## src/design/rpi_pkg.sv

```systemverilog
// Shared types and constants for the ray/plane intersection block.
// Holds the number format, field widths, payload structs and codes.
// No dependencies.
package rpi_pkg;

  // Fixed point format
  localparam int FRAC_BITS  = 16;
  localparam int COORD_W    = 32;
  localparam int DIST_W     = 31;
  localparam int RGB_W      = 24;
  localparam int EPS_W      = 16;
  localparam int CAUSE_W    = 2;

  // Configuration port
  localparam int CFG_ADDR_W = 4;
  localparam int CFG_DATA_W = 32;

  // Datapath widths
  localparam int DIFF_W   = COORD_W + 1;          // anchor - origin
  localparam int PROD_A_W = 2 * COORD_W;          // normal * direction
  localparam int PROD_N_W = COORD_W + DIFF_W;     // normal * (anchor - origin)
  localparam int ANG_W    = PROD_A_W + 2;         // sum of three
  localparam int NUM_W    = PROD_N_W + 2;
  localparam int AMAG_W   = ANG_W - 1;
  localparam int NMAG_W   = NUM_W - 1;
  localparam int REM_W    = NMAG_W + FRAC_BITS;   // dividend, numerator scaled
  localparam int CMP_W    = AMAG_W + DIST_W;      // divisor at its largest shift
  localparam int HPROD_W  = COORD_W + DIST_W + 1; // direction * distance

  localparam logic [DIST_W-1:0]  DIST_MAX = {DIST_W{1'b1}};
  localparam logic [COORD_W-1:0] ONE_FX   = COORD_W'(1) << FRAC_BITS;

  // Queues
  localparam int FRONT_DEPTH = 8;
  localparam int FRONT_PTR_W = $clog2(FRONT_DEPTH);
  localparam int FRONT_CNT_W = $clog2(FRONT_DEPTH + 1);
  localparam int OUT_DEPTH   = 64;
  localparam int OUT_PTR_W   = $clog2(OUT_DEPTH);
  localparam int OUT_CNT_W   = $clog2(OUT_DEPTH + 1);

  typedef enum logic [CFG_ADDR_W-1:0] {
    REG_NORMAL_X = 4'd0,
    REG_NORMAL_Y = 4'd1,
    REG_NORMAL_Z = 4'd2,
    REG_ANCHOR_X = 4'd3,
    REG_ANCHOR_Y = 4'd4,
    REG_ANCHOR_Z = 4'd5,
    REG_PLANE_RGB = 4'd6,
    REG_EPS      = 4'd7
  } cfg_reg_t;

  typedef enum logic [CAUSE_W-1:0] {
    CAUSE_HIT      = 2'd0,
    CAUSE_PARALLEL = 2'd1,
    CAUSE_BEHIND   = 2'd2
  } cause_t;

  typedef struct packed {
    logic signed [COORD_W-1:0] origin_x;
    logic signed [COORD_W-1:0] origin_y;
    logic signed [COORD_W-1:0] origin_z;
    logic signed [COORD_W-1:0] dir_x;
    logic signed [COORD_W-1:0] dir_y;
    logic signed [COORD_W-1:0] dir_z;
  } ray_in_t;

  typedef struct packed {
    logic                      hit;
    logic [CAUSE_W-1:0]        miss_cause;
    logic [DIST_W-1:0]         hit_distance;
    logic signed [COORD_W-1:0] hit_x;
    logic signed [COORD_W-1:0] hit_y;
    logic signed [COORD_W-1:0] hit_z;
    logic [RGB_W-1:0]          hit_rgb;
  } ray_out_t;

  typedef struct packed {
    logic signed [COORD_W-1:0] normal_x;
    logic signed [COORD_W-1:0] normal_y;
    logic signed [COORD_W-1:0] normal_z;
    logic signed [COORD_W-1:0] anchor_x;
    logic signed [COORD_W-1:0] anchor_y;
    logic signed [COORD_W-1:0] anchor_z;
    logic [RGB_W-1:0]          plane_rgb;
    logic [EPS_W-1:0]          eps_threshold;
  } plane_cfg_t;

  // Classified ray handed from front to back
  typedef struct packed {
    cause_t            cause;
    logic [AMAG_W-1:0] amag;
    logic [NMAG_W-1:0] nmag;
    ray_in_t           ray;
  } ray_job_t;

endpackage

```

## src/design/rpi_queue.sv

```systemverilog
// Short job queue between front and back ends.
// Register array with one read port; depends on rpi_pkg.
module rpi_queue (
  input  logic              clk,
  input  logic              rst_n,
  input  logic              push,
  input  rpi_pkg::ray_job_t push_job,
  input  logic              pop,
  output logic              empty,
  output rpi_pkg::ray_job_t head_job
);
  import rpi_pkg::*;

  ray_job_t                 mem_r [FRONT_DEPTH];
  logic [FRONT_PTR_W-1:0]   wr_ptr_r, wr_ptr_nxt;
  logic [FRONT_PTR_W-1:0]   rd_ptr_r, rd_ptr_nxt;
  logic [FRONT_CNT_W-1:0]   cnt_r, cnt_nxt;

  always_comb begin
    wr_ptr_nxt = push ? wr_ptr_r + 1'b1 : wr_ptr_r;
    rd_ptr_nxt = pop  ? rd_ptr_r + 1'b1 : rd_ptr_r;
    cnt_nxt    = cnt_r + FRONT_CNT_W'(push) - FRONT_CNT_W'(pop);
  end

  always_ff @(posedge clk) begin
    if (!rst_n) begin
      wr_ptr_r <= '0;
      rd_ptr_r <= '0;
      cnt_r    <= '0;
    end else begin
      wr_ptr_r <= wr_ptr_nxt;
      rd_ptr_r <= rd_ptr_nxt;
      cnt_r    <= cnt_nxt;
    end
  end

  always_ff @(posedge clk) begin
    if (push) mem_r[wr_ptr_r] <= push_job;
  end

  assign empty    = (cnt_r == '0);
  assign head_job = mem_r[rd_ptr_r];

  a_no_overflow: assert property (@(posedge clk) disable iff (!rst_n)
    push |-> (cnt_r < FRONT_CNT_W'(FRONT_DEPTH)) || pop)
    else $error("job queue overflow");
  a_no_underflow: assert property (@(posedge clk) disable iff (!rst_n)
    pop |-> !empty)
    else $error("job queue underflow");

endmodule

```

## config.mk

```make
export PLATFORM = sky130hd
export DESIGN_NAME = rpi_queue
export DESIGN_NICKNAME = d
export VERILOG_FILES = /design/src/design/rpi_pkg.sv /design/src/design/rpi_queue.sv
export SDC_FILE = /design/constraint.sdc
export NUM_CORES = 2
export LEC_CHECK = 0
export ABC_AREA = 0
export BUFFER_PORTS_ARGS = -buffer_cell sky130_fd_sc_hd__clkbuf_2
export CAP_MARGIN = 25
export CELL_PAD_IN_SITES_DETAIL_PLACEMENT = 0
export CELL_PAD_IN_SITES_GLOBAL_PLACEMENT = 2
export CORE_MARGIN = 5
export CORE_UTILIZATION = 53
export DETAILED_ROUTE_END_ITERATION = 6
export MAX_ROUTING_LAYER = met4
export PLACE_DENSITY = 0.9
export REMOVE_ABC_BUFFERS = 1
export SYNTH_ARGS = -nofsm -noshare
export SYNTH_HDL_FRONTEND = slang
export SYNTH_SLANG_ARGS = --single-unit
```

## constraint.sdc

```tcl
create_clock -name clk -period 41.2 [get_ports clk]
set_clock_uncertainty 0.05 [all_clocks]
set_input_delay 2.06 -clock clk [delete_from_list [all_inputs] [get_ports clk]]
set_output_delay 2.06 -clock clk [all_outputs]
set_load 0.01 [all_outputs]
```

==> impl_metrics.csv <==
group,metric,value,unit
setup_path,r2r_slack,36.91,ns
place,io_buffers,654,
setup_path,crit_buf_inv,6,
global_route,grt_pass1_wl,303000,um
power,power_density,51.4,mW/mm^2
hold_path,hold_depth,2,
logic_synthesis,synthXorXnorAreaFrac,0.0446,%
logic_synthesis,yosys.area.top_type_share,79.6,%
hold_path,hold_start,"rd_ptr_r[1]$_SDFFE_PN0P_",
cells_and_area,nFillCells,12200,
route,drt-total-wl,205000,um
sta,fmax,131,MHz
power,peakVddDrop,0.0416,mV
logic_synthesis,ys.warnings.count,0,
clocking,clock_sinks,2613,
global_route,grt_max_degree,174,
clocking,htree_levels,5,
logic_synthesis,synth.area.mux_share,18.7,%
logic_synthesis,synth_seq_cells,2613,
route,drt_iter0_drc,3496,
setup_path,end_kind,"output port",
setup_path,r2r-start,"wr_ptr_r[0]$_SDFFE_PN0P_",
sta,fin_crit_sh,18.5,%
setup_path,cp.required,39.09,ns
logic_synthesis,synth_fa_ha_area_share,0.110,%
floorplanning,initial_utilization,53.1,%
clocking,clock_path_buffers,4,
cells_and_area,final_nets,4979,
sta,final_hold_viol_count,0,
route,ant_nets,0,
clocking,ctsRootBufferMaster,"clkbuf_16",
clocking,clk_latency,0.91,ns
cells_and_area,final_cell_mix,"edfxtp_1, clkbuf_2, mux4_2",
route,wire_per_inst,27.9,um
setup_path,critical_path.max_stage_delay,0.80,ns
logic_synthesis,ys_top_cells_by_area,"edfxtp_1, mux4_2, mux2_2, buf_6, clkbuf_1",
cells_and_area,syn_to_final_growth,15.0,%
place,gp_congestion,0.752,
sta,slew_headroom,9.37,%
sta,tns,0,ns
route,dr.pass1.iters,5,
outcome,status,"complete, no violations",
logic_synthesis,postSynthCellCount,3822,
floorplanning,num_io_pins,655,
global_route,first_global_vias,44900,
clocking,cts_resized,0,
clocking,clkTransAtPathRegs,0.06,ns
route,viasPerCell,5.88,
clocking,numCtsBuffers,276,
job,maxCapViolations,0,
floorplanning,num_rows,158,
route,drc,0,
cells_and_area,drive_gt1_share,42.8,%
floorplanning,die_h,440,um
logic_synthesis,synth-compound-area-share,0.0128,%
setup_path,crit_slowest_cell,"buf_4",
sta,rsz0062_at_grt,"false",
cells_and_area,utilization,61.0,%
sta,worst_pin_slew,1.36,ns
hold_path,hp-class,"reg2reg",
floorplanning,die_w,440,um
power,leakage,35.7,nW
setup_path,cp_max_fo,106,
setup_path,start_kind,"register",
logic_synthesis,synth_top_area_cell,"edfxtp_1",
sta,slew_viol_final,0,
logic_synthesis,seq_area_frac_synth,79.8,%
clocking,post_cts_buffers,0,
logic_synthesis,synthSimpleGateAreaFrac,0.148,%
place,hpwl,112000,um
floorplanning,die-area,0.194,sq mm
sta,min_period,7.61,ns
setup_path,path_cells,"buf_4, buf_16, buf_12, buf_4, buf_12, mux4_2, mux2_2, clkbuf_2",
logic_synthesis,post_synth.cell_area_avg,25.7,sq um
setup_path,critPathTopFamily,"buffers and inverters",
global_route,grt_overflow,0,
setup_path,r2r-end,"mem_r[7][198]$_DFFE_PP_",
logic_synthesis,synth_cell_type_count,24,
setup_path,reg2reg_depth,5,
floorplanning,core_area,0.185,sq mm
global_route,antenna_found_initial,52,
global_route,grtUsageTotal,21.9,%
route,vias,43200,
sta,setup_viol,0,
setup_path,worstSetupPathType,"reg2out",
clocking,cts_tree,"yes",
logic_synthesis,synth_top_family_by_area,"multiplexers",
logic_synthesis,synth_area,0.0981,sq mm
clocking,hold_buffers,0,
cells_and_area,final_common_cell,"edfxtp_1",
setup_path,worstPathArrival,5.50,ns
-- where the power goes --
part / total, mW / internal [mW] / switching [mW]
clock: 2.33 / 1.38 / 0.949
sequential: 3.01 / 3.00 / 0.0187
combinational: 0.452 / 0.204 / 0.248
-- cell families after synthesis --
| logic type | Yosys count |
|---|---|
| AOI/OAI and AO/OA | 2 |
| xor gates and xnor gates | 5 |
| adders and majority gates | 8 |
| buffers and inverters | 188 |
| DFF | 2613 |
| muxes | 978 |
| and+or+nand+nor | 28 |
-- flip-flops by register name, indices dropped and copies added, names as in the netlist, named ones only --
signal    count
rd_ptr_r      3
wr_ptr_r      3
cnt_r         4
mem_r      2600
-- cells in the mapped netlist --
master,number
mux2_2,325
and3_1,1
mux4_2,650
nand2b_1,4
buf_1,27
nor2b_1,3
buf_6,52
xnor2_1,3
fa_1,1
clkbuf_1,74
nor2_1,6
edfxtp_1,2600
a21o_1,1
a21oi_1,1
ha_1,7
buf_2,24
nand2_1,5
and2_1,7
nor3_1,2
mux2i_1,3
dfxtp_1,13
inv_1,7
buf_4,4
xor2_1,2
-- area by class of cell --
cell class	count	area, sq um	area share, %
antenna	44	110	0.0976
clock buffer	332	7240	6.42
clock inverter	127	1190	1.05
inverter	7	26.3	0.0233
multi-input combinational	1021	18700	16.6
sequential	2613	78300	69.4
tap	2480	3100	2.75
timing repair buffer	723	4110	3.64
-- worst max path at each step --
stage          startpoint       endpoint  depth (start not counted)
2_1_floorplan    register    head_job[0]                          2
3_3_place_gp     register    head_job[9]                          7
3_5_place_dp     register    head_job[9]                          7
4_1_cts          register    head_job[9]                          7
5_1_grt          register  head_job[191]                          8
6_report         register   head_job[28]                          8
-- layer usage --
| metal | routed length, um | part of all wire, % | track usage, % |
|---|---|---|---|
| met1 | 80700 | 39 | 29.0 |
| met2 | 104000 | 51 | 34.5 |
| met3 | 13900 | 6.8 | 4.70 |
| met4 | 6510 | 3.2 | 7.31 |
| met5 | 0 | 0 | - |
-- metrics by stage --
stage / hold WS [ns] / instances / cell area (sq um) / total power [mW] / setup slack (ns)
finish: 0.503 / 7347 / 113000 / 5.80 / 33.59
global placement: 0.474 / 6837 / 104000 / 3.52 / 33.53
floorplan: 0.462 / 3641 / 97000 / 3.54 / 11.22
detailed placement: 0.491 / 6840 / 104000 / 3.53 / 33.48
global route: 0.551 / 7343 / 113000 / 6.01 / 32.97
CTS: 0.503 / 7299 / 113000 / 5.86 / 32.45
-- worst min-delay path: cells and delay by family, from the launching register on --
family / cells / cell delay [ns]
multiplexers: 1 / 0.12
flip-flops: 1 / 0.31
AND/OR/NAND/NOR: 1 / 0.07
(Power assumes the default switching activity.)
